==> config.mk <==
export PLATFORM = sky130hd
export DESIGN_NAME = stepper_and_led_pwm_tick_driver
export DESIGN_NICKNAME = d
export VERILOG_FILES = /design/src/sv/sldrv_pkg.sv /design/src/sv/sldrv_motor.sv /design/src/sv/sldrv_led_pwm.sv /design/src/sv/stepper_and_led_pwm_tick_driver.sv
export SDC_FILE = /design/constraint.sdc
export NUM_CORES = 1
export LEC_CHECK = 0
export BUFFER_PORTS_ARGS = -buffer_cell sky130_fd_sc_hd__clkbuf_2
export CAP_MARGIN = 5
export CELL_PAD_IN_SITES_DETAIL_PLACEMENT = 2
export CELL_PAD_IN_SITES_GLOBAL_PLACEMENT = 2
export CORE_UTILIZATION = 37
export CTS_CLUSTER_SIZE = 40
export DETAILED_ROUTE_END_ITERATION = 10
export PLACE_DENSITY = 0.86
export REMOVE_ABC_BUFFERS = 1
export SETUP_SLACK_MARGIN = 0.15
export SYNTH_ARGS = -nofsm -noshare
export SYNTH_HDL_FRONTEND = slang
export SYNTH_SLANG_ARGS = --single-unit
==> constraint.sdc <==
create_clock -name clk -period 3.5 [get_ports clk]
set_clock_uncertainty 0.2 [all_clocks]
set_input_delay 0.7 -clock clk [delete_from_list [all_inputs] [get_ports clk]]
set_output_delay 0.7 -clock clk [all_outputs]
set_load 0.1 [all_outputs]
==> src/sv/sldrv_pkg.sv <==
// Shared types, codes and constants for the stepper and LED tick driver.
// No dependencies; every other RTL file imports this package.
`default_nettype none

package sldrv_pkg;

  localparam int NUM_MOTORS  = 3;
  localparam int PHASE_COUNT = 8;

  localparam int PHASE_W  = 3;
  localparam int SPEED_W  = 10;
  localparam int STEPS_W  = 32;
  localparam int PRESC_W  = 11;
  localparam int LEVEL_W  = 8;
  localparam int SEL_W    = 2;
  localparam int DIR_W    = 2;
  localparam int REQ_W    = 2;
  localparam int IN_DW    = 80;
  localparam int OUT_DW   = 24;

  localparam logic [PHASE_W-1:0] LAST_PHASE = PHASE_W'(PHASE_COUNT - 1);
  localparam logic [SPEED_W-1:0] RESET_RELOAD = SPEED_W'(10);

  // Half-step coil patterns, upper nibble
  localparam logic [7:0] COIL_TABLE [8] = '{
    8'h10, 8'h30, 8'h20, 8'h60, 8'h40, 8'hC0, 8'h80, 8'h90
  };

  localparam logic [7:0] GRAB_IR_BIT = 8'h08;

  typedef enum logic [REQ_W-1:0] {
    REQ_TICK  = 2'd0,
    REQ_MOTOR = 2'd1,
    REQ_LED   = 2'd2,
    REQ_NONE  = 2'd3
  } req_t;

  // Normalized direction codes
  localparam logic [DIR_W-1:0] DIR_HOLD = 2'b00;
  localparam logic [DIR_W-1:0] DIR_FWD  = 2'b01;
  localparam logic [DIR_W-1:0] DIR_REV  = 2'b11;

  typedef struct packed {
    logic               tick;
    logic               cmd;
    logic [DIR_W-1:0]   dir;
    logic               load_speed;
    logic [SPEED_W-1:0] speed;
    logic [STEPS_W-1:0] steps;
  } motor_ctl_t;

  typedef struct packed {
    logic       running;
    logic [7:0] coil;
  } motor_stat_t;

  typedef struct packed {
    logic               tick;
    logic               set;
    logic [LEVEL_W-1:0] red;
    logic [LEVEL_W-1:0] green;
    logic [LEVEL_W-1:0] blue;
    logic               line_ir;
    logic               grab_ir;
  } led_ctl_t;

  typedef struct packed {
    logic red_on;
    logic green_on;
    logic blue_on;
    logic line_ir;
    logic grab_ir;
  } led_stat_t;

endpackage

`default_nettype wire

==> src/sv/sldrv_motor.sv <==
// One stepper channel: direction, period, prescaler, step count and phase.
// Depends on sldrv_pkg.
`default_nettype none

module sldrv_motor (
  input  wire                   clk,
  input  wire                   rst,
  input  sldrv_pkg::motor_ctl_t ctl,
  output sldrv_pkg::motor_stat_t stat
);
  import sldrv_pkg::*;

  logic [DIR_W-1:0]   dir, dir_next;
  logic [SPEED_W-1:0] reload, reload_next;
  logic [PRESC_W-1:0] presc, presc_next;
  logic [STEPS_W-1:0] steps, steps_next;
  logic               running, running_next;
  logic [PHASE_W-1:0] phase, phase_next;

  always_comb begin
    dir_next     = dir;
    reload_next  = reload;
    presc_next   = presc;
    steps_next   = steps;
    running_next = running;
    phase_next   = phase;
    if (ctl.cmd) begin
      if (ctl.dir == DIR_FWD || ctl.dir == DIR_HOLD) begin
        dir_next = ctl.dir;
      end else begin
        dir_next = DIR_REV;
      end
      if (ctl.load_speed) begin
        reload_next = ctl.speed;
      end
      steps_next = ctl.steps;
      if (ctl.steps != '0) begin
        running_next = 1'b1;
        presc_next   = {1'b0, reload_next};
      end else begin
        running_next = 1'b0;
        presc_next   = '1;
      end
    end else if (ctl.tick) begin
      if (steps[STEPS_W-1:1] != '0) begin
        if (presc == '0) begin
          if (dir == DIR_FWD) begin
            phase_next = (phase >= LAST_PHASE) ? '0 : phase + 1'b1;
          end else if (dir == DIR_REV) begin
            phase_next = (phase == '0) ? LAST_PHASE : phase - 1'b1;
          end
          // all ones means run forever
          if (steps != '1) begin
            steps_next = steps - 1'b1;
          end
          presc_next = {1'b0, reload};
        end else begin
          presc_next = presc - 1'b1;
        end
      end else begin
        steps_next   = '0;
        running_next = 1'b0;
        phase_next   = '0;
        presc_next   = '1;
      end
    end
  end

  always_ff @(posedge clk) begin
    if (rst) begin
      dir     <= DIR_HOLD;
      reload  <= RESET_RELOAD;
      presc   <= '1;
      steps   <= '0;
      running <= 1'b0;
      phase   <= '0;
    end else begin
      dir     <= dir_next;
      reload  <= reload_next;
      presc   <= presc_next;
      steps   <= steps_next;
      running <= running_next;
      phase   <= phase_next;
    end
  end

  // Stopped coils drive zero
  assign stat.running = running_next;
  assign stat.coil    = running_next ? COIL_TABLE[phase_next] : 8'h00;

endmodule

`default_nettype wire

==> src/sv/sldrv_led_pwm.sv <==
// RGB LED duty levels, 256-step PWM phase counter and IR emitter enables.
// Depends on sldrv_pkg.
`default_nettype none

module sldrv_led_pwm (
  input  wire                 clk,
  input  wire                 rst,
  input  sldrv_pkg::led_ctl_t ctl,
  output sldrv_pkg::led_stat_t stat
);
  import sldrv_pkg::*;

  logic [LEVEL_W-1:0] red_level, green_level, blue_level;
  logic [LEVEL_W-1:0] pwm_phase;
  logic [1:0]         ir_enables;

  always_ff @(posedge clk) begin
    if (rst) begin
      red_level   <= '0;
      green_level <= '0;
      blue_level  <= '0;
      pwm_phase   <= '0;
      ir_enables  <= '0;
    end else begin
      if (ctl.set) begin
        red_level   <= ctl.red;
        green_level <= ctl.green;
        blue_level  <= ctl.blue;
        ir_enables  <= {ctl.grab_ir, ctl.line_ir};
      end
      if (ctl.tick) begin
        pwm_phase <= pwm_phase + 1'b1;
      end
    end
  end

  // Compare against the phase before it advances
  assign stat.red_on   = pwm_phase < red_level;
  assign stat.green_on = pwm_phase < green_level;
  assign stat.blue_on  = pwm_phase < blue_level;
  assign stat.line_ir  = ir_enables[0];
  assign stat.grab_ir  = ir_enables[1];

endmodule

`default_nettype wire

==> src/sv/stepper_and_led_pwm_tick_driver.sv <==
// Result path: a tick item's result passes through the input register, then the
//   result register, and shows on the master side from there; other items give
//   no result.
// Throughput: one item per cycle; input stalls only while a tick sits in the
//   input register and the result register holds an item not yet taken.
// Reset: synchronous, active high; motors stop, LED levels, PWM phase and IR clear.
`default_nettype none

module stepper_and_led_pwm_tick_driver (
  input  wire                           clk,
  input  wire                           rst,
  // slave side
  input  wire                           s_tvalid,
  output logic                          s_tready,
  // [1:0] motor_sel, [3:2] direction, [4] load_speed, [14:5] speed_reload,
  // [46:15] step_count, [54:47] red_level, [62:55] green_level,
  // [70:63] blue_level, [71] line_ir_on, [72] grab_ir_on, [79:73] zero
  input  wire  [sldrv_pkg::IN_DW-1:0]   s_tdata,
  // [1:0] req_type
  input  wire  [sldrv_pkg::REQ_W-1:0]   s_tuser,
  // master side
  output logic                          m_tvalid,
  input  wire                           m_tready,
  // [7:0] coil_byte_high, [15:8] coil_byte_low, [16] red_on, [17] green_on,
  // [18] blue_on, [19] line_ir_led, [22:20] motors_running, [23] zero
  output logic [sldrv_pkg::OUT_DW-1:0]  m_tdata
);
  import sldrv_pkg::*;

  // Input register: hold one item until the processing step takes it
  logic               in_valid;
  req_t               in_req;
  logic [IN_DW-1:0]   in_data;

  // Result register
  logic               out_valid;
  logic [OUT_DW-1:0]  out_data;

  logic proc_go;
  logic do_tick;
  logic do_motor;
  logic do_led;

  // A tick needs the result register free or being taken; other requests always drain
  assign proc_go  = in_valid && (in_req != REQ_TICK || !out_valid || m_tready);
  assign do_tick  = proc_go && in_req == REQ_TICK;
  assign do_motor = proc_go && in_req == REQ_MOTOR;
  assign do_led   = proc_go && in_req == REQ_LED;
  assign s_tready = !in_valid || proc_go;

  always_ff @(posedge clk) begin
    if (rst) begin
      in_valid <= 1'b0;
    end else if (s_tready) begin
      in_valid <= s_tvalid;
    end
  end

  always_ff @(posedge clk) begin
    if (s_tready && s_tvalid) begin
      in_req  <= req_t'(s_tuser);
      in_data <= s_tdata;
    end
  end

  // Unpack the held item
  logic [SEL_W-1:0]   f_sel;
  logic [DIR_W-1:0]   f_dir;
  logic               f_load;
  logic [SPEED_W-1:0] f_speed;
  logic [STEPS_W-1:0] f_steps;

  assign f_sel   = in_data[1:0];
  assign f_dir   = in_data[3:2];
  assign f_load  = in_data[4];
  assign f_speed = in_data[14:5];
  assign f_steps = in_data[46:15];

  // Motor channels, updated in parallel
  motor_stat_t mstat [NUM_MOTORS];

  for (genvar m = 0; m < NUM_MOTORS; m++) begin : g_motor
    motor_ctl_t mctl;
    always_comb begin
      mctl.tick       = do_tick;
      // selects past the last motor match nothing and are dropped
      mctl.cmd        = do_motor && ({1'b0, f_sel} == 3'(m));
      mctl.dir        = f_dir;
      mctl.load_speed = f_load;
      mctl.speed      = f_speed;
      mctl.steps      = f_steps;
    end
    sldrv_motor u_motor (
      .clk  (clk),
      .rst  (rst),
      .ctl  (mctl),
      .stat (mstat[m])
    );
  end

  // Only the first three motors reach the output; absent ones read as stopped
  logic [7:0] coil [3];
  logic [2:0] run_bits;

  for (genvar i = 0; i < 3; i++) begin : g_view
    if (i < NUM_MOTORS) begin : g_on
      assign coil[i]     = mstat[i].coil;
      assign run_bits[i] = mstat[i].running;
    end else begin : g_off
      assign coil[i]     = 8'h00;
      assign run_bits[i] = 1'b0;
    end
  end

  // LED PWM and IR enables
  led_ctl_t  lctl;
  led_stat_t lstat;

  always_comb begin
    lctl.tick    = do_tick;
    lctl.set     = do_led;
    lctl.red     = in_data[54:47];
    lctl.green   = in_data[62:55];
    lctl.blue    = in_data[70:63];
    lctl.line_ir = in_data[71];
    lctl.grab_ir = in_data[72];
  end

  sldrv_led_pwm u_led (
    .clk  (clk),
    .rst  (rst),
    .ctl  (lctl),
    .stat (lstat)
  );

  // Assemble the tick result
  logic [7:0]        coil_hi;
  logic [7:0]        coil_lo;
  logic [OUT_DW-1:0] result;

  assign coil_hi = coil[0] | (lstat.grab_ir ? GRAB_IR_BIT : 8'h00);
  assign coil_lo = (coil[1] >> 4) | coil[2];
  assign result  = {1'b0, run_bits, lstat.line_ir, lstat.blue_on, lstat.green_on,
                    lstat.red_on, coil_lo, coil_hi};

  always_ff @(posedge clk) begin
    if (rst) begin
      out_valid <= 1'b0;
    end else if (do_tick) begin
      out_valid <= 1'b1;
    end else if (m_tready) begin
      out_valid <= 1'b0;
    end
  end

  always_ff @(posedge clk) begin
    if (do_tick) begin
      out_data <= result;
    end
  end

  assign m_tvalid = out_valid;
  assign m_tdata  = out_data;

endmodule

`default_nettype wire

* Word-level counts from Yosys, hierarchy flattened
Memory sizes are Yosys's and may differ from the RTL's.
Cells that the tools add are included.
** Cells by class
- Add/sub/neg operators :: 13
- Magnitude comparators :: 9
- Equality and inequality tests :: 20
- Muxes and demuxes :: 80
- Bitwise logic cells :: 5
- Reduce and logical (&&, ||, !) cells :: 35
** Operator list (number)
- $mux W32 :: 15
- $mux W11 :: 15
- $ne A32 B32 Y1 const B :: 3
- $sub A32 B1 Y32 const B :: 3
- $reduce_bool A31 Y1 :: 3
- $mux W3 :: 24
- $mux W8 :: 9
- $logic_not A11 Y1 :: 3
- $sub A11 B1 Y11 const B :: 3
- $reduce_bool A32 Y1 :: 1
- $mux W10 :: 3
- $lt A8 B8 Y1 :: 3
- $ne A3 B3 Y1 const B :: 6
- $eq A2 B1 Y1 const B :: 6
- $ge A4 B4 Y1 const B :: 3
- $mux W1 :: 12
- $not A3 Y4 :: 3
- $eq A2 B2 Y1 const B :: 5
- $reduce_bool A2 Y1 :: 5
- $add A3 B1 Y3 const B :: 3
- $ge A3 B3 Y1 const B :: 3
- $logic_not A3 Y1 :: 3
- $reduce_and A3 Y1 :: 3
- $sub A3 B1 Y3 const B :: 3
- other kinds (9) :: 22
** Storage, ports and cells
- Bits in registers :: 311
- Memory bits (read-only) :: 192
- Input port bits :: 86
- Output and inout bits :: 26
- Word-level logic and storage cells :: 193
- Memories :: 3
** Memory list
- (no name shown) :: depth 8, width 8, rd ports 1, clocked after memory_dff 0, wr ports 0, line sldrv_motor.sv:89 : assign stat.coil = running_next ? COIL_TABLE[phase_next] : 8'h00;
- (no name shown) :: depth 8, width 8, rd ports 1, clocked after memory_dff 0, wr ports 0, line sldrv_motor.sv:89
- (no name shown) :: depth 8, width 8, rd ports 1, clocked after memory_dff 0, wr ports 0, line sldrv_motor.sv:89

* Depth between registers and ports, before layout
Gate-level depths: netlist (run 1).
- Depth in word-level cells :: 14
- Mapped depth :: 12
- Depth with buffers taken out :: 8

* Hierarchy
Synthesis (run 1) repeated with hierarchy kept, for this count alone.
** Second synthesis, totals
- Cells, all modules :: 1898
- Area total of the unflattened synthesis :: 16752.3 um^2
** Modules (own cells, without submodules)
- sldrv_motor (g_motor[1].u_motor) :: times used 1, cells an instance 524, area an instance 3983.8 um^2, sequential area each 1181.1 um^2
- sldrv_motor (g_motor[2].u_motor) :: times used 1, cells an instance 534, area an instance 3955.0 um^2, sequential area each 1181.1 um^2
- sldrv_motor (g_motor[0].u_motor) :: times used 1, cells an instance 522, area an instance 3908.7 um^2, sequential area each 1181.1 um^2
- stepper_and_led_pwm_tick_driver :: times used 1, cells an instance 122, area an instance 3129.3 um^2, sequential area each 2982.9 um^2
- sldrv_led_pwm :: times used 1, cells an instance 196, area an instance 1775.5 um^2, sequential area each 680.7 um^2

* Least setup slack after synthesis (run 1)
OpenSTA, ideal clock, no wires.
- Path kind :: reg-to-reg
- Start point :: reg out_valid (netlist: m_tvalid)
- End point :: reg in_data[0], enable pin
- Setup time :: 441 ps
- Arrival time :: 3489 ps
- Data required time :: 2859 ps
- Setup slack :: -630 ps
- Cell stages (with the launch flop) :: 4
- Path buffers :: 0
- Period minus slack after synthesis :: 4130 ps
- Cell sequence :: dfxtp_1 nor2b_1 nand2_1 and2_1
** On the way
- Longest elaborated chain between the ends :: 6
** Ends and longest elaborated chain
- start, declared :: line stepper_and_led_pwm_tick_driver.sv:36 : logic out_valid;
- start signal, assigned :: line stepper_and_led_pwm_tick_driver.sv:148 : out_valid <= 1'b0;
- start signal, assigned :: line stepper_and_led_pwm_tick_driver.sv:150 : out_valid <= 1'b1;
- start signal, assigned :: line stepper_and_led_pwm_tick_driver.sv:152 : out_valid <= 1'b0;
- $logic_not A1 Y1 :: line stepper_and_led_pwm_tick_driver.sv:45 : assign proc_go = in_valid && (in_req != REQ_TICK || !out_valid || m_tready);
- $logic_or A1 B1 Y1 (2 in a row) :: line stepper_and_led_pwm_tick_driver.sv:45
- $logic_and A1 B1 Y1 :: line stepper_and_led_pwm_tick_driver.sv:45
- $logic_or A1 B1 Y1 :: line stepper_and_led_pwm_tick_driver.sv:49 : assign s_tready = !in_valid || proc_go;
- net s_tready :: line stepper_and_led_pwm_tick_driver.sv:14 : output logic s_tready,
- $logic_and A1 B1 Y1 :: line stepper_and_led_pwm_tick_driver.sv:60 : if (s_tready && s_tvalid) begin
- end signal, assigned :: line stepper_and_led_pwm_tick_driver.sv:62 : in_data <= s_tdata;
- end, declared :: line stepper_and_led_pwm_tick_driver.sv:33 : logic [IN_DW-1:0] in_data;
The timed path passes the listed nets, and every way through them passes these cells.
A chain may end at the register's enable or synchronous reset.

* Worst setup path after layout (run 1)
- Start point :: reg g_motor[0].u_motor.steps[11]
- End point :: reg g_motor[0].u_motor.presc[8]
** On the way
- Longest elaborated chain between the ends :: 4
** Ends and longest elaborated chain
- start, declared :: line sldrv_motor.sv:16 : logic [STEPS_W-1:0] steps, steps_next;
- start signal, assigned :: line sldrv_motor.sv:81 : steps <= steps_next;
- $reduce_bool A31 Y1 :: line sldrv_motor.sv:45 : if (steps[STEPS_W-1:1] != '0) begin
- $mux W11 :: line sldrv_motor.sv:45
- $mux W11 :: line sldrv_motor.sv:44 : end else if (ctl.tick) begin
- $mux W11 :: line sldrv_motor.sv:27 : if (ctl.cmd) begin
- end signal, assigned :: line sldrv_motor.sv:80 : presc <= presc_next;
- end, declared :: line sldrv_motor.sv:15 : logic [PRESC_W-1:0] presc, presc_next;
Every way passes these cells. The select of a mux whose other input is x is not followed.

==> results of run 1 <==
==> stage by stage <==
| step | hold slack, ns | power [mW] | setup TNS, ns | cell area (um^2) | std cells |
|---|---|---|---|---|---|
| detailed placement | 0.238 | 16.1 | 0 | 17700 | 2560 |
| global placement | 0.213 | 15.6 | 0 | 17700 | 2560 |
| CTS | 0.0735 | 20.8 | 0 | 19100 | 2633 |
| finish | 0.0894 | 20.8 | 0 | 19200 | 2634 |
| global route | 0.0804 | 21.8 | 0 | 19200 | 2633 |
| floorplan | 0.208 | 9.21 | -162.14 | 15600 | 1780 |
==> how the worst max path moves through the flow <==
stage | to | slack, ns | cells past startpoint
finish | g_motor[0].u_motor.presc[8] | 0.22 | 8
global route | g_motor[1].u_motor.steps[17] | 0.13 | 9
CTS | m_tdata[4] | 0.18 | 8
detailed placement | m_tdata[4] | 0.03 | 8
global placement | g_motor[1].u_motor.steps[9] | 0.16 | 9
floorplan | g_motor[0].u_motor.steps[0] | -1.93 | 5
==> worst reg2reg max path, stage by stage, from the launching register on <==
cell and delay [ns]:
dfxtp_1 0.37, or3_1 0.48, or4_1 0.55, buf_4 0.21, nor4_4 0.37, nor2_4 0.22
buf_4 0.23, a221oi_1 0.39, a211o_1 0.19
==> layout make-up <==
class,instances,area (um^2),area share
Clock buffer,52,1130,0.0588
Sequential cell,308,7120,0.371
Clock inverter,16,211,0.0110
Antenna cell,1,2.50,0.000130
Multi-Input combinational cell,1405,8430,0.440
Tap cell,585,732,0.0382
Timing Repair Buffer,200,1310,0.0682
Inverter,67,251,0.0131
==> metal layers <==
metal | vias to the layer above | GRT usage | share of wire | routed length, um
li1 | 7279 | - | - | -
met1 | 8642 | 0.383 | 0.38 | 29200
met2 | 723 | 0.609 | 0.50 | 38800
met3 | 344 | 0.0586 | 0.054 | 4210
met4 | 0 | 0.226 | 0.065 | 5020
met5 | - | 0 | 0 | 0
==> logic make-up after synthesis <==
family,count (synthesis),synth area share
buf+inv,193,0.0476
other cells,1,0.000232
fa+ha+maj,43,0.0333
xor+xnor,37,0.0201
flops,308,0.441
mux,19,0.0119
compound gates,537,0.214
simple gates,765,0.232
==> cells in the final DEF (no fill, tap or decap), types with 35 or more instances in the layout <==
cell | Yosys | layout
a21oi_1 | 165 | 165
buf_4 | 5 | 96
clkbuf_16 | 0 | 41
clkbuf_2 | 0 | 99
dfxtp_1 | 213 | 213
edfxtp_1 | 95 | 95
ha_1 | 43 | 43
inv_1 | 66 | 66
nand2_1 | 251 | 250
nand3_1 | 59 | 59
nand4_1 | 43 | 43
nor2_1 | 133 | 132
nor3_1 | 83 | 79
nor4_1 | 51 | 48
o21ai_0 | 121 | 120
or3_1 | 35 | 35
==> flip-flops by register name (all words and copies together), names as in the netlist, 3 cells and up <==
signal / count
g_motor.u_motor.steps: 96
in_data: 73
g_motor.u_motor.presc: 33
g_motor.u_motor.reload: 30
m_tdata: 20
g_motor.u_motor.phase: 9
u_led.blue_level: 8
u_led.green_level: 8
u_led.pwm_phase: 8
u_led.red_level: 8
g_motor.u_motor.dir: 6
g_motor.u_motor.running: 3
==> power groups by stage <==
stage | logic, mW | registers (mW) | clock network (mW)
floorplan | 4.99 | 4.22 | 0
global placement | 11.1 | 4.45 | 0
detailed placement | 11.6 | 4.49 | 0
CTS | 12.0 | 4.42 | 4.41
global route | 12.8 | 4.45 | 4.54
finish | 11.9 | 4.41 | 4.40
==> what timing repair did <==
item	4_1_cts	5_1_grt
pin swaps	2	2
setup endpoints to repair	32	20
resized for setup	8	11
buffers inserted	5	0
hold buffers	0	0
endpoints found under the hold margin	0	0
==> impl_results.html, run 1 <==
<table>
<tr><th>Metric</th><th>Value</th></tr>
<tr><th colspan="2">Floorplan</th></tr>
<tr><td>Io pins</td><td>112</td></tr>
<tr><td>Horizontal die dimension</td><td>between 200 and 250 um</td></tr>
<tr><td>Core box area</td><td>43,100 um^2</td></tr>
<tr><td>Die area</td><td>44,500 um^2</td></tr>
<tr><td>Standard-cell rows</td><td>between 70 and 80</td></tr>
<tr><td>Starting density of the core</td><td>0.375</td></tr>
<tr><td>Chip Height</td><td>211 um</td></tr>
<tr><th colspan="2">Routing</th></tr>
<tr><td>DRC violation count after routing</td><td>0</td></tr>
<tr><td>DR vias</td><td>16,988</td></tr>
<tr><td>Number of detailed-route iterations in the first pass</td><td>5</td></tr>
<tr><td>Post-route ant nets</td><td>0</td></tr>
<tr><td>Mean routed wirelength per cell</td><td>29.3 um</td></tr>
<tr><td>Drt initial violations</td><td>1,252</td></tr>
<tr><td>Wire length reported by the detailed router</td><td>77.2 mm</td></tr>
<tr><td>Number of vias per cell</td><td>6.45</td></tr>
<tr><th colspan="2">CTS</th></tr>
<tr><td>TritonCTS clock tree</td><td>yes</td></tr>
<tr><td>Max H-tree Level</td><td>2</td></tr>
<tr><td>Clock Latency Late Sink</td><td>0.59 ns</td></tr>
<tr><td>Maximum buffer depth of the clock tree</td><td>3</td></tr>
<tr><td>Clk Tree Root Cell</td><td>clkbuf_16</td></tr>
<tr><td>Cts bufs inserted</td><td>37</td></tr>
<tr><td>CTS Sinks</td><td>between 300 and 400</td></tr>
<tr><td>Clock-pin slew reported for the worst setup and hold paths after clock tree synthesis</td><td>0.06 ns</td></tr>
<tr><th colspan="2">Setup path</th></tr>
<tr><td>Worst r2r path cells</td><td>8</td></tr>
<tr><td>Crit path from</td><td>g_motor[0].u_motor.steps[11]</td></tr>
<tr><td>Data arrival time of the worst path</td><td>3.60 ns</td></tr>
<tr><td>Largest fanout on the critical path</td><td>18</td></tr>
<tr><td>CP Buf/Inv Count</td><td>2</td></tr>
<tr><td>Cell family contributing the most delay on the critical path</td><td>simple AND/OR/NAND/NOR gates</td></tr>
<tr><td>Setup crit end kind</td><td>flop</td></tr>
<tr><td>Worst flop-to-flop path startpoint</td><td>g_motor[0].u_motor.steps[11]</td></tr>
<tr><td>Worst reg2reg endpoint</td><td>g_motor[0].u_motor.presc[8]</td></tr>
<tr><td>Required arrival time at the worst endpoint</td><td>3.82 ns</td></tr>
<tr><td>Worst path most repeated cell</td><td>buf_4</td></tr>
<tr><td>Chain of cells forming the critical path</td><td>or3_1 -&gt; or4_1 -&gt; buf_4 -&gt; nor4_4 -&gt; nor2_4 -&gt; buf_4 -&gt; a221oi_1 -&gt; a211o_1</td></tr>
<tr><td>Worst Setup Start Kind</td><td>flop</td></tr>
<tr><td>Worst stage delay on the critical path</td><td>0.55 ns</td></tr>
<tr><td>CP Class</td><td>reg -&gt; reg</td></tr>
<tr><td>Slack of the worst reg-to-reg path</td><td>0.22 ns</td></tr>
<tr><td>Master of the slowest instance on the critical path</td><td>or4_1</td></tr>
<tr><th colspan="2">Hold path</th></tr>
<tr><td>Hold worst-path end</td><td>in_data[36]</td></tr>
<tr><td>Type of the most critical hold path</td><td>in -&gt; reg</td></tr>
<tr><td>Hold path startpoint</td><td>s_tdata[36]</td></tr>
<tr><td>Hold path cells</td><td>1</td></tr>
<tr><th colspan="2">Yosys</th></tr>
<tr><td>EDFF count, synth</td><td>95</td></tr>
<tr><td>Most area-hungry cell type in the Yosys netlist</td><td>dfxtp_1</td></tr>
<tr><td>Number of instances in the synthesized netlist</td><td>1,903</td></tr>
<tr><td>Average cell area after synthesis</td><td>8.49 um^2</td></tr>
<tr><td>Most used flip-flop cell after synthesis</td><td>dfxtp_1</td></tr>
<tr><td>Most instantiated library cell after synthesis</td><td>nand2_1</td></tr>
<tr><td>Most instantiated cells after synthesis</td><td>nand2_1 (251), dfxtp_1 (213), a21oi_1 (165)</td></tr>
<tr><td>Top cell type's share of synthesized area</td><td>0.264</td></tr>
<tr><td>Cell types with the largest area share after synthesis</td><td>dfxtp_1 (26%), edfxtp_1 (18%), nand2_1 (5.8%), a21oi_1 (5.1%), o21ai_0 (3.7%)</td></tr>
<tr><td>Flop and latch count out of synthesis</td><td>308</td></tr>
<tr><td>Unique masters post-synth</td><td>~80</td></tr>
<tr><td>Count of warnings emitted by yosys</td><td>0</td></tr>
<tr><td>Fraction of registers with async set or reset after synthesis</td><td>0</td></tr>
<tr><td>Area of the mapped netlist</td><td>~16,000 um^2</td></tr>
<tr><td>Seq/Total Area, Yosys</td><td>0.441</td></tr>
<tr><th colspan="2">Cells and area</th></tr>
<tr><td>Fraction of final layout cells with drive strength greater than 1</td><td>0.154</td></tr>
<tr><td>Post-layout utilization of the core</td><td>0.445</td></tr>
<tr><td>Signed area change from the synthesized netlist to the final layout</td><td>18.8%</td></tr>
<tr><td>Number of fill cells</td><td>4,629</td></tr>
<tr><td>Net count of the finished layout</td><td>2,148</td></tr>
<tr><th colspan="2">Power</th></tr>
<tr><td>Net switching fraction of the power</td><td>0.491</td></tr>
<tr><td>Power per cell area</td><td>1080 nW/um^2</td></tr>
<tr><td>Clock network fraction of design power</td><td>0.212</td></tr>
<tr><td>Maximum ir drop on the vdd rail</td><td>1.03 mV</td></tr>
<tr><td>Share of total power in sequential cells</td><td>0.213</td></tr>
<tr><td>Total net switching power</td><td>10.2 mW</td></tr>
<tr><td>Internal power</td><td>10.6 mW</td></tr>
<tr><td>Combinational cell fraction of total power</td><td>0.575</td></tr>
<tr><td>LEAKAGE</td><td>7.05 nW</td></tr>
<tr><th colspan="2">STA</th></tr>
<tr><td>Slew at the pin with the worst max-slew slack</td><td>between 0.9 and 1 ns</td></tr>
<tr><td>Fin. Hold Viols</td><td>0</td></tr>
<tr><td>Fin. max-slew vios</td><td>0</td></tr>
<tr><td>Total of endpoints with negative setup slack in the final report</td><td>0</td></tr>
<tr><td>Max frequency</td><td>around 300 MHz</td></tr>
<tr><td>Worst path setup slack after routing</td><td>0.219 ns</td></tr>
<tr><td>Final worst-path cycle share</td><td>0.938</td></tr>
<tr><td>Unrepaired setup endpoints after global routing</td><td>true</td></tr>
<tr><td>Max transition margin</td><td>0.374</td></tr>
<tr><td>Final critical-path required period</td><td>3.28 ns</td></tr>
<tr><th colspan="2">Global route</th></tr>
<tr><td>Largest net degree at the start of global routing</td><td>between 90 and 100</td></tr>
<tr><td>All-Layer GR Usage</td><td>0.345</td></tr>
<tr><td>Global-route wire length before repair</td><td>117 mm</td></tr>
<tr><td>Final global-route overflow total</td><td>0</td></tr>
<tr><td>Antenna violations before repair</td><td>1</td></tr>
<tr><td>Vias in the first global route</td><td>18,739</td></tr>
<tr><th colspan="2">Run status</th></tr>
<tr><td>Result of the run</td><td>completed</td></tr>
<tr><th colspan="2">Placed design</th></tr>
<tr><td>Final HPWL from detailed placement</td><td>46.4 mm</td></tr>
<tr><td>RD Place Congestion</td><td>around 0.87</td></tr>
<tr><td>PortBufs</td><td>100</td></tr>
<tr><td>Setup slack at placement</td><td>around 0.031 ns</td></tr>
<tr><th colspan="2">Job</th></tr>
<tr><td>Count of max-cap constraint violations</td><td>0</td></tr>
</table>
No activity file was read; power rests on OpenSTA's default activity.
==> run 2: changes to the inputs <==
Settings changed: CTS_BUF_LIST from default to sky130_fd_sc_hd__clkbuf_16.
==> impl_results.html, run 2 (synthesized netlist as in run 1, its figures left out) <==
<table>
<tr><th>Metric</th><th>Value</th></tr>
<tr><th colspan="2">Setup path</th></tr>
<tr><td>Cell family contributing the most delay on the critical path</td><td>simple AND/OR/NAND/NOR gates</td></tr>
<tr><td>Worst Setup Start Kind</td><td>flop</td></tr>
<tr><td>Largest fanout on the critical path</td><td>5 (-13)</td></tr>
<tr><td>Chain of cells forming the critical path</td><td>inv_1 -&gt; ha_1 -&gt; nor2b_1 -&gt; nand4_1 -&gt; nor3_2 -&gt; mux2_2 -&gt; nand3_1 -&gt; o31ai_1</td></tr>
<tr><td>Setup crit end kind</td><td>flop</td></tr>
<tr><td>Slack of the worst reg-to-reg path</td><td>0.12 ns (-0.10 ns)</td></tr>
<tr><td>Worst reg2reg endpoint</td><td>m_tdata[8]</td></tr>
<tr><td>Worst stage delay on the critical path</td><td>0.54 ns (about the same)</td></tr>
<tr><td>CP Buf/Inv Count</td><td>1 (-1)</td></tr>
<tr><td>Worst r2r path cells</td><td>8 (unchanged)</td></tr>
<tr><td>Worst flop-to-flop path startpoint</td><td>g_motor[1].u_motor.presc[1]</td></tr>
<tr><td>Required arrival time at the worst endpoint</td><td>3.58 ns (-0.24 ns)</td></tr>
<tr><td>Data arrival time of the worst path</td><td>3.46 ns (-0.14 ns)</td></tr>
<tr><td>Master of the slowest instance on the critical path</td><td>o31ai_1</td></tr>
<tr><td>CP Class</td><td>reg -&gt; reg</td></tr>
<tr><th colspan="2">CTS</th></tr>
<tr><td>Clock-pin slew reported for the worst setup and hold paths after clock tree synthesis</td><td>0.07 ns (about the same)</td></tr>
<tr><td>Maximum buffer depth of the clock tree</td><td>3 (unchanged)</td></tr>
<tr><td>CTS Sinks</td><td>308 (unchanged)</td></tr>
<tr><td>Max H-tree Level</td><td>2 (unchanged)</td></tr>
<tr><td>Clk Tree Root Cell</td><td>clkbuf_16</td></tr>
<tr><td>Cts bufs inserted</td><td>37 (unchanged)</td></tr>
<tr><td>Number of buffers inserted for hold repair after clock tree synthesis</td><td>0 (unchanged)</td></tr>
<tr><td>TritonCTS clock tree</td><td>yes</td></tr>
<tr><td>Clock Latency Late Sink</td><td>0.59 ns (about the same)</td></tr>
<tr><th colspan="2">STA</th></tr>
<tr><td>Final setup TNS</td><td>0 ns (unchanged)</td></tr>
<tr><td>Total of endpoints with negative setup slack in the final report</td><td>0 (unchanged)</td></tr>
<tr><td>Unrepaired setup endpoints after global routing</td><td>true</td></tr>
<tr><td>Max transition margin</td><td>0.365 (-0.00944)</td></tr>
<tr><td>Slew at the pin with the worst max-slew slack</td><td>0.953 ns (+0.0142 ns)</td></tr>
<tr><td>Final critical-path required period</td><td>3.38 ns (+0.0965 ns)</td></tr>
<tr><td>Max frequency</td><td>296 MHz (-2.9%)</td></tr>
<tr><td>Fin. max-slew vios</td><td>0 (unchanged)</td></tr>
<tr><td>Worst path setup slack after routing</td><td>0.122 ns (-0.0965 ns)</td></tr>
<tr><td>Final worst-path cycle share</td><td>0.965 (+0.0276)</td></tr>
<tr><td>Fin. Hold Viols</td><td>0 (unchanged)</td></tr>
<tr><th colspan="2">Routing</th></tr>
<tr><td>Drt initial violations</td><td>1,450 (+16%)</td></tr>
<tr><td>DR vias</td><td>17,137 (+0.88%)</td></tr>
<tr><td>Wire length reported by the detailed router</td><td>77.9 mm (+0.90%)</td></tr>
<tr><td>Post-route ant nets</td><td>0 (unchanged)</td></tr>
<tr><td>DRC violation count after routing</td><td>0 (unchanged)</td></tr>
<tr><td>Mean routed wirelength per cell</td><td>29.6 um (+0.90%)</td></tr>
<tr><td>Number of vias per cell</td><td>6.51 (+0.88%)</td></tr>
<tr><td>Number of detailed-route iterations in the first pass</td><td>5 (unchanged)</td></tr>
<tr><th colspan="2">Floorplan</th></tr>
<tr><td>Chip Height</td><td>211 um (unchanged)</td></tr>
<tr><td>Starting density of the core</td><td>0.375 (unchanged)</td></tr>
<tr><td>Core box area</td><td>43,100 um^2 (unchanged)</td></tr>
<tr><td>Horizontal die dimension</td><td>211 um (unchanged)</td></tr>
<tr><td>Standard-cell rows</td><td>76 (unchanged)</td></tr>
<tr><td>Io pins</td><td>112 (unchanged)</td></tr>
<tr><td>Die area</td><td>44,500 um^2 (unchanged)</td></tr>
<tr><th colspan="2">Cells and area</th></tr>
<tr><td>Number of fill cells</td><td>4,611 (-0.39%)</td></tr>
<tr><td>Fraction of final layout cells with drive strength greater than 1</td><td>0.150 (-0.00439)</td></tr>
<tr><td>Most common cell after layout, fill and taps aside</td><td>nand2_1</td></tr>
<tr><td>Net count of the finished layout</td><td>2,148 (unchanged)</td></tr>
<tr><td>Post-layout utilization of the core</td><td>0.444 (-0.00154)</td></tr>
<tr><td>Number of flip-flops under the largest register name</td><td>96 (unchanged)</td></tr>
<tr><td>Signed area change from the synthesized netlist to the final layout</td><td>18.4%</td></tr>
<tr><td>Register bank with the most flops</td><td>g_motor.u_motor.steps</td></tr>
<tr><td>Leading cell types in the layout, fill and taps excluded</td><td>nand2_1 (251), dfxtp_1 (213), a21oi_1 (165)</td></tr>
<tr><td>Final Instance Area</td><td>19,100 um^2 (-0.35%)</td></tr>
<tr><td>Storage cell area</td><td>7120 um^2 (unchanged)</td></tr>
<tr><td>Largest registers in the final layout</td><td>g_motor.u_motor.steps: 96 flops, in_data: 73 flops, g_motor.u_motor.presc: 33 flops</td></tr>
<tr><td>Combined area of the multi-input logic cells</td><td>8430 um^2 (about the same)</td></tr>
<tr><th colspan="2">Run status</th></tr>
<tr><td>Result of the run</td><td>completed</td></tr>
<tr><th colspan="2">Placed design</th></tr>
<tr><td>RD Place Congestion</td><td>0.870 (unchanged)</td></tr>
<tr><td>PortBufs</td><td>100 (unchanged)</td></tr>
<tr><td>Post-place instance area</td><td>17,700 um^2 (unchanged)</td></tr>
<tr><td>Setup slack at placement</td><td>0.0313 ns (unchanged)</td></tr>
<tr><td>Final HPWL from detailed placement</td><td>46.4 mm (unchanged)</td></tr>
<tr><th colspan="2">Hold path</th></tr>
<tr><td>Type of the most critical hold path</td><td>in -&gt; reg</td></tr>
<tr><td>Hold path cells</td><td>1 (unchanged)</td></tr>
<tr><td>Hold path startpoint</td><td>s_tdata[50]</td></tr>
<tr><td>Hold worst-path end</td><td>in_data[50]</td></tr>
<tr><th colspan="2">Power</th></tr>
<tr><td>Maximum ir drop on the vdd rail</td><td>1.25 mV (+22%)</td></tr>
<tr><td>LEAKAGE</td><td>7.03 nW (-0.24%)</td></tr>
<tr><td>Power per cell area</td><td>1110 nW/um^2 (+2.2%)</td></tr>
<tr><th colspan="2">Global route</th></tr>
<tr><td>All-Layer GR Usage</td><td>0.338 (-0.00736)</td></tr>
<tr><td>Global-route wire length before repair</td><td>115 mm (-1.6%)</td></tr>
<tr><td>Final global-route overflow total</td><td>0 (unchanged)</td></tr>
<tr><td>Vias in the first global route</td><td>18,554 (-0.99%)</td></tr>
<tr><td>Largest net degree at the start of global routing</td><td>94 (unchanged)</td></tr>
<tr><td>Antenna violations before repair</td><td>0 (-1)</td></tr>
<tr><th colspan="2">Job</th></tr>
<tr><td>Count of max-cap constraint violations</td><td>0 (unchanged)</td></tr>
</table>
==> run 2: changes by cell type in the layout (fill, tap and decap cells not counted), sizes merged <==
cell | before | now
inv | 70 | 75
clkinv | 8 | 14
clkbuf | 151 | 140
==> run 2: worst reg2reg max path, stage by stage, from the launching register on <==
cell,delay (ns)
dfxtp_1,0.36
inv_1,0.13
ha_1,0.28
nor2b_1,0.26
nand4_1,0.38
nor3_2,0.50
mux2_2,0.26
nand3_1,0.16
o31ai_1,0.54
==> run 2: where the power goes <==
group,switching [mW],total (mW),internal [mW]
Clock,1.75,4.23,2.48
Sequential,0.462,4.44,3.98
Combinational,8.38,12.5,4.09
==> run 2: metrics by stage <==
| stage | cells | hold slack (ns) | total power [mW] |
|---|---|---|---|
| finish | 2634 | 0.0933 | 21.1 |
| global route | 2633 | 0.102 | 21.8 |
| CTS | 2630 | 0.0881 | 21.0 |
| detailed placement | 2560 | 0.238 | 16.1 |
| global placement | 2560 | 0.213 | 15.6 |
| floorplan | 1780 | 0.208 | 9.21 |
==> run 2: worst max path at each step <==
stage | slack (ns) | to | start | cells after the start
final | 0.12 | m_tdata[8] | g_motor[1].u_motor.presc[1] | 8
after global routing | 0.1 | m_tdata[8] | g_motor[1].u_motor.presc[1] | 8
after CTS | 0.18 | m_tdata[14] | in_req[1] | 8
after detailed placement | 0.03 | m_tdata[4] | g_motor[0].u_motor.steps[11] | 8
after global placement | 0.16 | g_motor[1].u_motor.steps[9] | m_tready | 9
after floorplan | -1.93 | g_motor[0].u_motor.steps[0] | in_req[1] | 5
==> run 2: timing repair <==
action	CTS	global route
endpoints found under the setup margin	20	28
buffers inserted	2	3
resized for setup	8	9
pin swaps	1	3
gates cloned	0	0
==> run 2: cell type report <==
cell class,instances,area share
inverters,67,0.0132
repair buffers,200,0.0684
diodes,1,0.000131
clock buffers,41,0.0537
well taps,585,0.0383
multi-input cells,1405,0.441
clock inverters,27,0.0132
flip-flops and latches,308,0.372
==> run 2: layer usage <==
layer  track usage  vias up  part of all wire  routed length, um
li1              -     7274                 -                  -
met1         0.379     8752              0.38              29500
met2         0.594      802              0.50              38800
met3        0.0534      309             0.059               4620
met4         0.222        0             0.065               5080
met5             0        -                 0                  0
==> run 3: changes to the inputs <==
Settings changed: ABC_AREA from default to 1, CORE_UTILIZATION 37 to 34, PLACE_DENSITY 0.86 to 0.87, REMOVE_ABC_BUFFERS 1 to default.
==> impl_results.html, run 3 <==
<table>
<tr><th>Metric</th><th>Value</th></tr>
<tr><th colspan="2">Run status</th></tr>
<tr><td>Result of the run</td><td>completed</td></tr>
<tr><th colspan="2">Yosys</th></tr>
<tr><td>Seq/Total Area, Yosys</td><td>0.396 (-0.0445)</td></tr>
<tr><td>Most instantiated library cell after synthesis</td><td>nand2_1</td></tr>
<tr><td>Flop and latch count out of synthesis</td><td>308 (unchanged)</td></tr>
<tr><td>Average cell area after synthesis</td><td>6.66 um^2 (-22%)</td></tr>
<tr><td>Top cell type's share of synthesized area</td><td>0.237 (-0.0266)</td></tr>
<tr><td>Count of warnings emitted by yosys</td><td>0 (unchanged)</td></tr>
<tr><td>Unique masters post-synth</td><td>38 (-51%)</td></tr>
<tr><td>Number of instances in the synthesized netlist</td><td>2,698 (+42%)</td></tr>
<tr><td>EDFF count, synth</td><td>95 (unchanged)</td></tr>
<tr><td>Area of the mapped netlist</td><td>18,000 um^2 (+11%)</td></tr>
<tr><td>Most instantiated cells after synthesis</td><td>nand2_1 (777), nor2_1 (527), inv_1 (283)</td></tr>
<tr><td>Cell types with the largest area share after synthesis</td><td>dfxtp_1 (24%), nand2_1 (16%), edfxtp_1 (16%), nor2_1 (11%), inv_1 (5.9%)</td></tr>
<tr><td>Most area-hungry cell type in the Yosys netlist</td><td>dfxtp_1</td></tr>
<tr><td>Most used flip-flop cell after synthesis</td><td>dfxtp_1</td></tr>
<tr><td>Fraction of registers with async set or reset after synthesis</td><td>0 (unchanged)</td></tr>
<tr><th colspan="2">Global route</th></tr>
<tr><td>Final global-route overflow total</td><td>0 (unchanged)</td></tr>
<tr><td>Global-route wire length before repair</td><td>110 mm (-4.0%)</td></tr>
<tr><td>Antenna violations before repair</td><td>2 (+2)</td></tr>
<tr><td>Largest net degree at the start of global routing</td><td>62 (-34%)</td></tr>
<tr><td>Vias in the first global route</td><td>20,427 (+10%)</td></tr>
<tr><td>All-Layer GR Usage</td><td>0.259 (-0.0796)</td></tr>
<tr><th colspan="2">Cells and area</th></tr>
<tr><td>Largest registers in the final layout</td><td>g_motor.u_motor.steps: 96 flops, in_data: 73 flops, g_motor.u_motor.presc: 33 flops</td></tr>
<tr><td>Combined area of the multi-input logic cells</td><td>9300 um^2 (+10%)</td></tr>
<tr><td>Post-layout utilization of the core</td><td>0.393 (-0.0507)</td></tr>
<tr><td>Storage cell area</td><td>7120 um^2 (unchanged)</td></tr>
<tr><td>Number of flip-flops under the largest register name</td><td>96 (unchanged)</td></tr>
<tr><td>Non-filler cells in the finished layout</td><td>3,487 (+32%)</td></tr>
<tr><td>Net count of the finished layout</td><td>2,905 (+35%)</td></tr>
<tr><td>Register bank with the most flops</td><td>g_motor.u_motor.steps</td></tr>
<tr><td>Number of fill cells</td><td>6,273 (+36%)</td></tr>
<tr><td>Fraction of final layout cells with drive strength greater than 1</td><td>0.0855 (-0.0644)</td></tr>
<tr><td>Signed area change from the synthesized netlist to the final layout</td><td>13.2%</td></tr>
<tr><td>Most common cell after layout, fill and taps aside</td><td>nand2_1</td></tr>
<tr><td>Leading cell types in the layout, fill and taps excluded</td><td>nand2_1 (777), nor2_1 (526), inv_1 (289)</td></tr>
<tr><td>Final Instance Area</td><td>20,300 um^2 (+6.3%)</td></tr>
<tr><th colspan="2">CTS</th></tr>
<tr><td>TritonCTS clock tree</td><td>yes</td></tr>
<tr><td>CTS Sinks</td><td>308 (unchanged)</td></tr>
<tr><td>Cts bufs inserted</td><td>38 (+2.7%)</td></tr>
<tr><td>Clock-pin slew reported for the worst setup and hold paths after clock tree synthesis</td><td>0.06 ns (about the same)</td></tr>
<tr><td>Clk Tree Root Cell</td><td>clkbuf_16</td></tr>
<tr><td>Clock Latency Late Sink</td><td>0.59 ns (about the same)</td></tr>
<tr><td>Maximum buffer depth of the clock tree</td><td>3 (unchanged)</td></tr>
<tr><td>Post-CTS Setup Inserts</td><td>0 (-2)</td></tr>
<tr><td>Max H-tree Level</td><td>2 (unchanged)</td></tr>
<tr><th colspan="2">Floorplan</th></tr>
<tr><td>Starting density of the core</td><td>0.347 (-0.0276)</td></tr>
<tr><td>Io pins</td><td>112 (unchanged)</td></tr>
<tr><td>Standard-cell rows</td><td>83 (+9.2%)</td></tr>
<tr><td>Chip Height</td><td>232 um (+9.9%)</td></tr>
<tr><td>Horizontal die dimension</td><td>232 um (+9.9%)</td></tr>
<tr><td>Die area</td><td>53,800 um^2 (+21%)</td></tr>
<tr><td>Core box area</td><td>51,700 um^2 (+20%)</td></tr>
<tr><th colspan="2">Routing</th></tr>
<tr><td>DR vias</td><td>18,430 (+7.5%)</td></tr>
<tr><td>Mean routed wirelength per cell</td><td>20.1 um (-32%)</td></tr>
<tr><td>Met1 wire length</td><td>29.7 mm (+0.77%)</td></tr>
<tr><td>Number of detailed-route iterations in the first pass</td><td>5 (unchanged)</td></tr>
<tr><td>Wire length on met2</td><td>35.6 mm (-8.1%)</td></tr>
<tr><td>Uppermost metal layer occupied by signal nets</td><td>met4</td></tr>
<tr><td>DRC violation count after routing</td><td>0 (unchanged)</td></tr>
<tr><td>Post-route ant nets</td><td>0 (unchanged)</td></tr>
<tr><td>Drt initial violations</td><td>857 (-41%)</td></tr>
<tr><td>Wire length reported by the detailed router</td><td>70.2 mm (-9.9%)</td></tr>
<tr><td>Number of vias per cell</td><td>5.29 (-19%)</td></tr>
<tr><td>Met3 routed WL</td><td>2.48 mm (-46%)</td></tr>
<tr><th colspan="2">Hold path</th></tr>
<tr><td>Type of the most critical hold path</td><td>in -&gt; reg</td></tr>
<tr><th colspan="2">STA</th></tr>
<tr><td>Max frequency</td><td>309 MHz (+4.5%)</td></tr>
<tr><td>Final worst-path cycle share</td><td>0.924 (-0.0414)</td></tr>
<tr><td>Final setup TNS</td><td>0 ns (unchanged)</td></tr>
<tr><td>Unrepaired setup endpoints after global routing</td><td>true</td></tr>
<tr><td>Fin. max-slew vios</td><td>0 (unchanged)</td></tr>
<tr><td>Total of endpoints with negative setup slack in the final report</td><td>0 (unchanged)</td></tr>
<tr><td>Final critical-path required period</td><td>3.23 ns (-0.145 ns)</td></tr>
<tr><td>Worst path setup slack after routing</td><td>0.267 ns (+0.145 ns)</td></tr>
<tr><td>Fin. Hold Viols</td><td>0 (unchanged)</td></tr>
<tr><td>Max transition margin</td><td>0.256 (-0.108)</td></tr>
<tr><td>Slew at the pin with the worst max-slew slack</td><td>1.11 ns (+0.158 ns)</td></tr>
<tr><td>Post-route worst hold slack</td><td>0.0877 ns (-0.00559 ns)</td></tr>
<tr><th colspan="2">Setup path</th></tr>
<tr><td>Setup crit end kind</td><td>flop</td></tr>
<tr><td>Master of the slowest instance on the critical path</td><td>nand3_2</td></tr>
<tr><td>CP Class</td><td>reg -&gt; reg</td></tr>
<tr><td>Required arrival time at the worst endpoint</td><td>3.81 ns (+0.23 ns)</td></tr>
<tr><td>Worst stage delay on the critical path</td><td>0.66 ns (+0.12 ns)</td></tr>
<tr><td>Data arrival time of the worst path</td><td>3.54 ns (+0.08 ns)</td></tr>
<tr><td>Worst path most repeated cell</td><td>nand2_1</td></tr>
<tr><td>Worst Setup Start Kind</td><td>flop</td></tr>
<tr><td>Largest fanout on the critical path</td><td>26 (+21)</td></tr>
<tr><td>Chain of cells forming the critical path</td><td>inv_1 -&gt; ha_1 -&gt; nand2_1 -&gt; nor2_1 -&gt; nand2_1 -&gt; nand3_2 -&gt; nand3_2 -&gt; nand2_1 -&gt; nand2_1 -&gt; nor2_1</td></tr>
<tr><th colspan="2">Job</th></tr>
<tr><td>Count of max-cap constraint violations</td><td>0 (unchanged)</td></tr>
<tr><th colspan="2">Power</th></tr>
<tr><td>Power per cell area</td><td>1000 nW/um^2 (-9.4%)</td></tr>
<tr><td>Power, Total</td><td>20.4 mW (-3.6%)</td></tr>
<tr><td>Maximum ir drop on the vdd rail</td><td>0.442 mV (-65%)</td></tr>
<tr><td>LEAKAGE</td><td>9.77 nW (+39%)</td></tr>
<tr><th colspan="2">Placed design</th></tr>
<tr><td>Post-place instance area</td><td>19,100 um^2 (+7.9%)</td></tr>
<tr><td>Number of cells in the design after placement</td><td>3,414 (+33%)</td></tr>
<tr><td>Setup slack at placement</td><td>0.378 ns (+0.347 ns)</td></tr>
<tr><td>Final HPWL from detailed placement</td><td>49.8 mm (+7.3%)</td></tr>
<tr><td>RD Place Congestion</td><td>0.902 (+3.6%)</td></tr>
<tr><td>PortBufs</td><td>100 (unchanged)</td></tr>
</table>
## run 3: cell types whose count changed after synthesis, moves of 34 or more
cell      delta
or3_1       -35
nor2_1     +394
nor3_1      -45
a21oi_1     -59
inv_1      +217
nand3_1     +70
o21ai_0     +34
nor4_1      -51
clkbuf_1    -60
nand2_1    +526
## run 3: critical path: cells and delay by family (launching register included)
kind | cells | cell delay, ns
and+or+nand+nor | 8 | 2.26
DFF | 1 | 0.31
adders and majority gates | 1 | 0.23
buffers and inverters | 1 | 0.15
## run 3: worst paths after layout
kind	start	cells past startpoint	end	slack [ns]
hold / removal	s_tdata[55]	1	in_data[55]	0.09
setup / recovery	g_motor[0].u_motor.presc[0]	10	g_motor[0].u_motor.steps[19]	0.27
setup reg to reg	g_motor[0].u_motor.presc[0]	10	g_motor[0].u_motor.steps[19]	0.27
hold reg to reg	u_led.ir_enables[0]	0	m_tdata[19]	0.23
## run 3: layout make-up
type,instances,share of cell area
Antenna cell,1,0.000123
Clock buffer,38,0.0468
Clock inverter,32,0.0113
Inverter,297,0.0550
Multi-Input combinational cell,2001,0.457
Sequential cell,308,0.350
Tap cell,680,0.0419
Timing Repair Buffer,130,0.0375
## run 3: power breakdown
| group | internal, mW | leakage, nW | switching (mW) | total (mW) |
|---|---|---|---|---|
| clock | 2.14 | 0.607 | 1.72 | 3.86 |
| sequential | 4.01 | 2.65 | 0.386 | 4.40 |
| combinational | 3.48 | 6.52 | 8.64 | 12.1 |
| total | 9.64 | 9.77 | 10.7 | 20.4 |
## run 3: kinds of logic (layout without fill, tap and decap cells)
family / after synthesis / count (layout) / share of synthesized area
compound gates: 320 / 320 / 0.0948
xor+xnor: 56 / 56 / 0.0273
fa+ha+maj: 43 / 43 / 0.0300
buf+inv: 394 / 497 / 0.0894
flops: 308 / 308 / 0.396
other cells: 1 / 5 / 0.000209
simple gates: 1576 / 1578 / 0.362
## run 3: what timing repair did
| item | 4_1_cts | 5_1_grt |
|---|---|---|
| hold buffers | 0 | 0 |
| gates resized for setup | 0 | 2 |
| endpoints found under the setup margin | 0 | 10 |
## run 3: per-layer routing
layer | vias up | track usage
li1 | 8743 | -
met1 | 9172 | 0.302
met2 | 372 | 0.479
met3 | 143 | 0.0301
met4 | 0 | 0.0956
met5 | - | 0
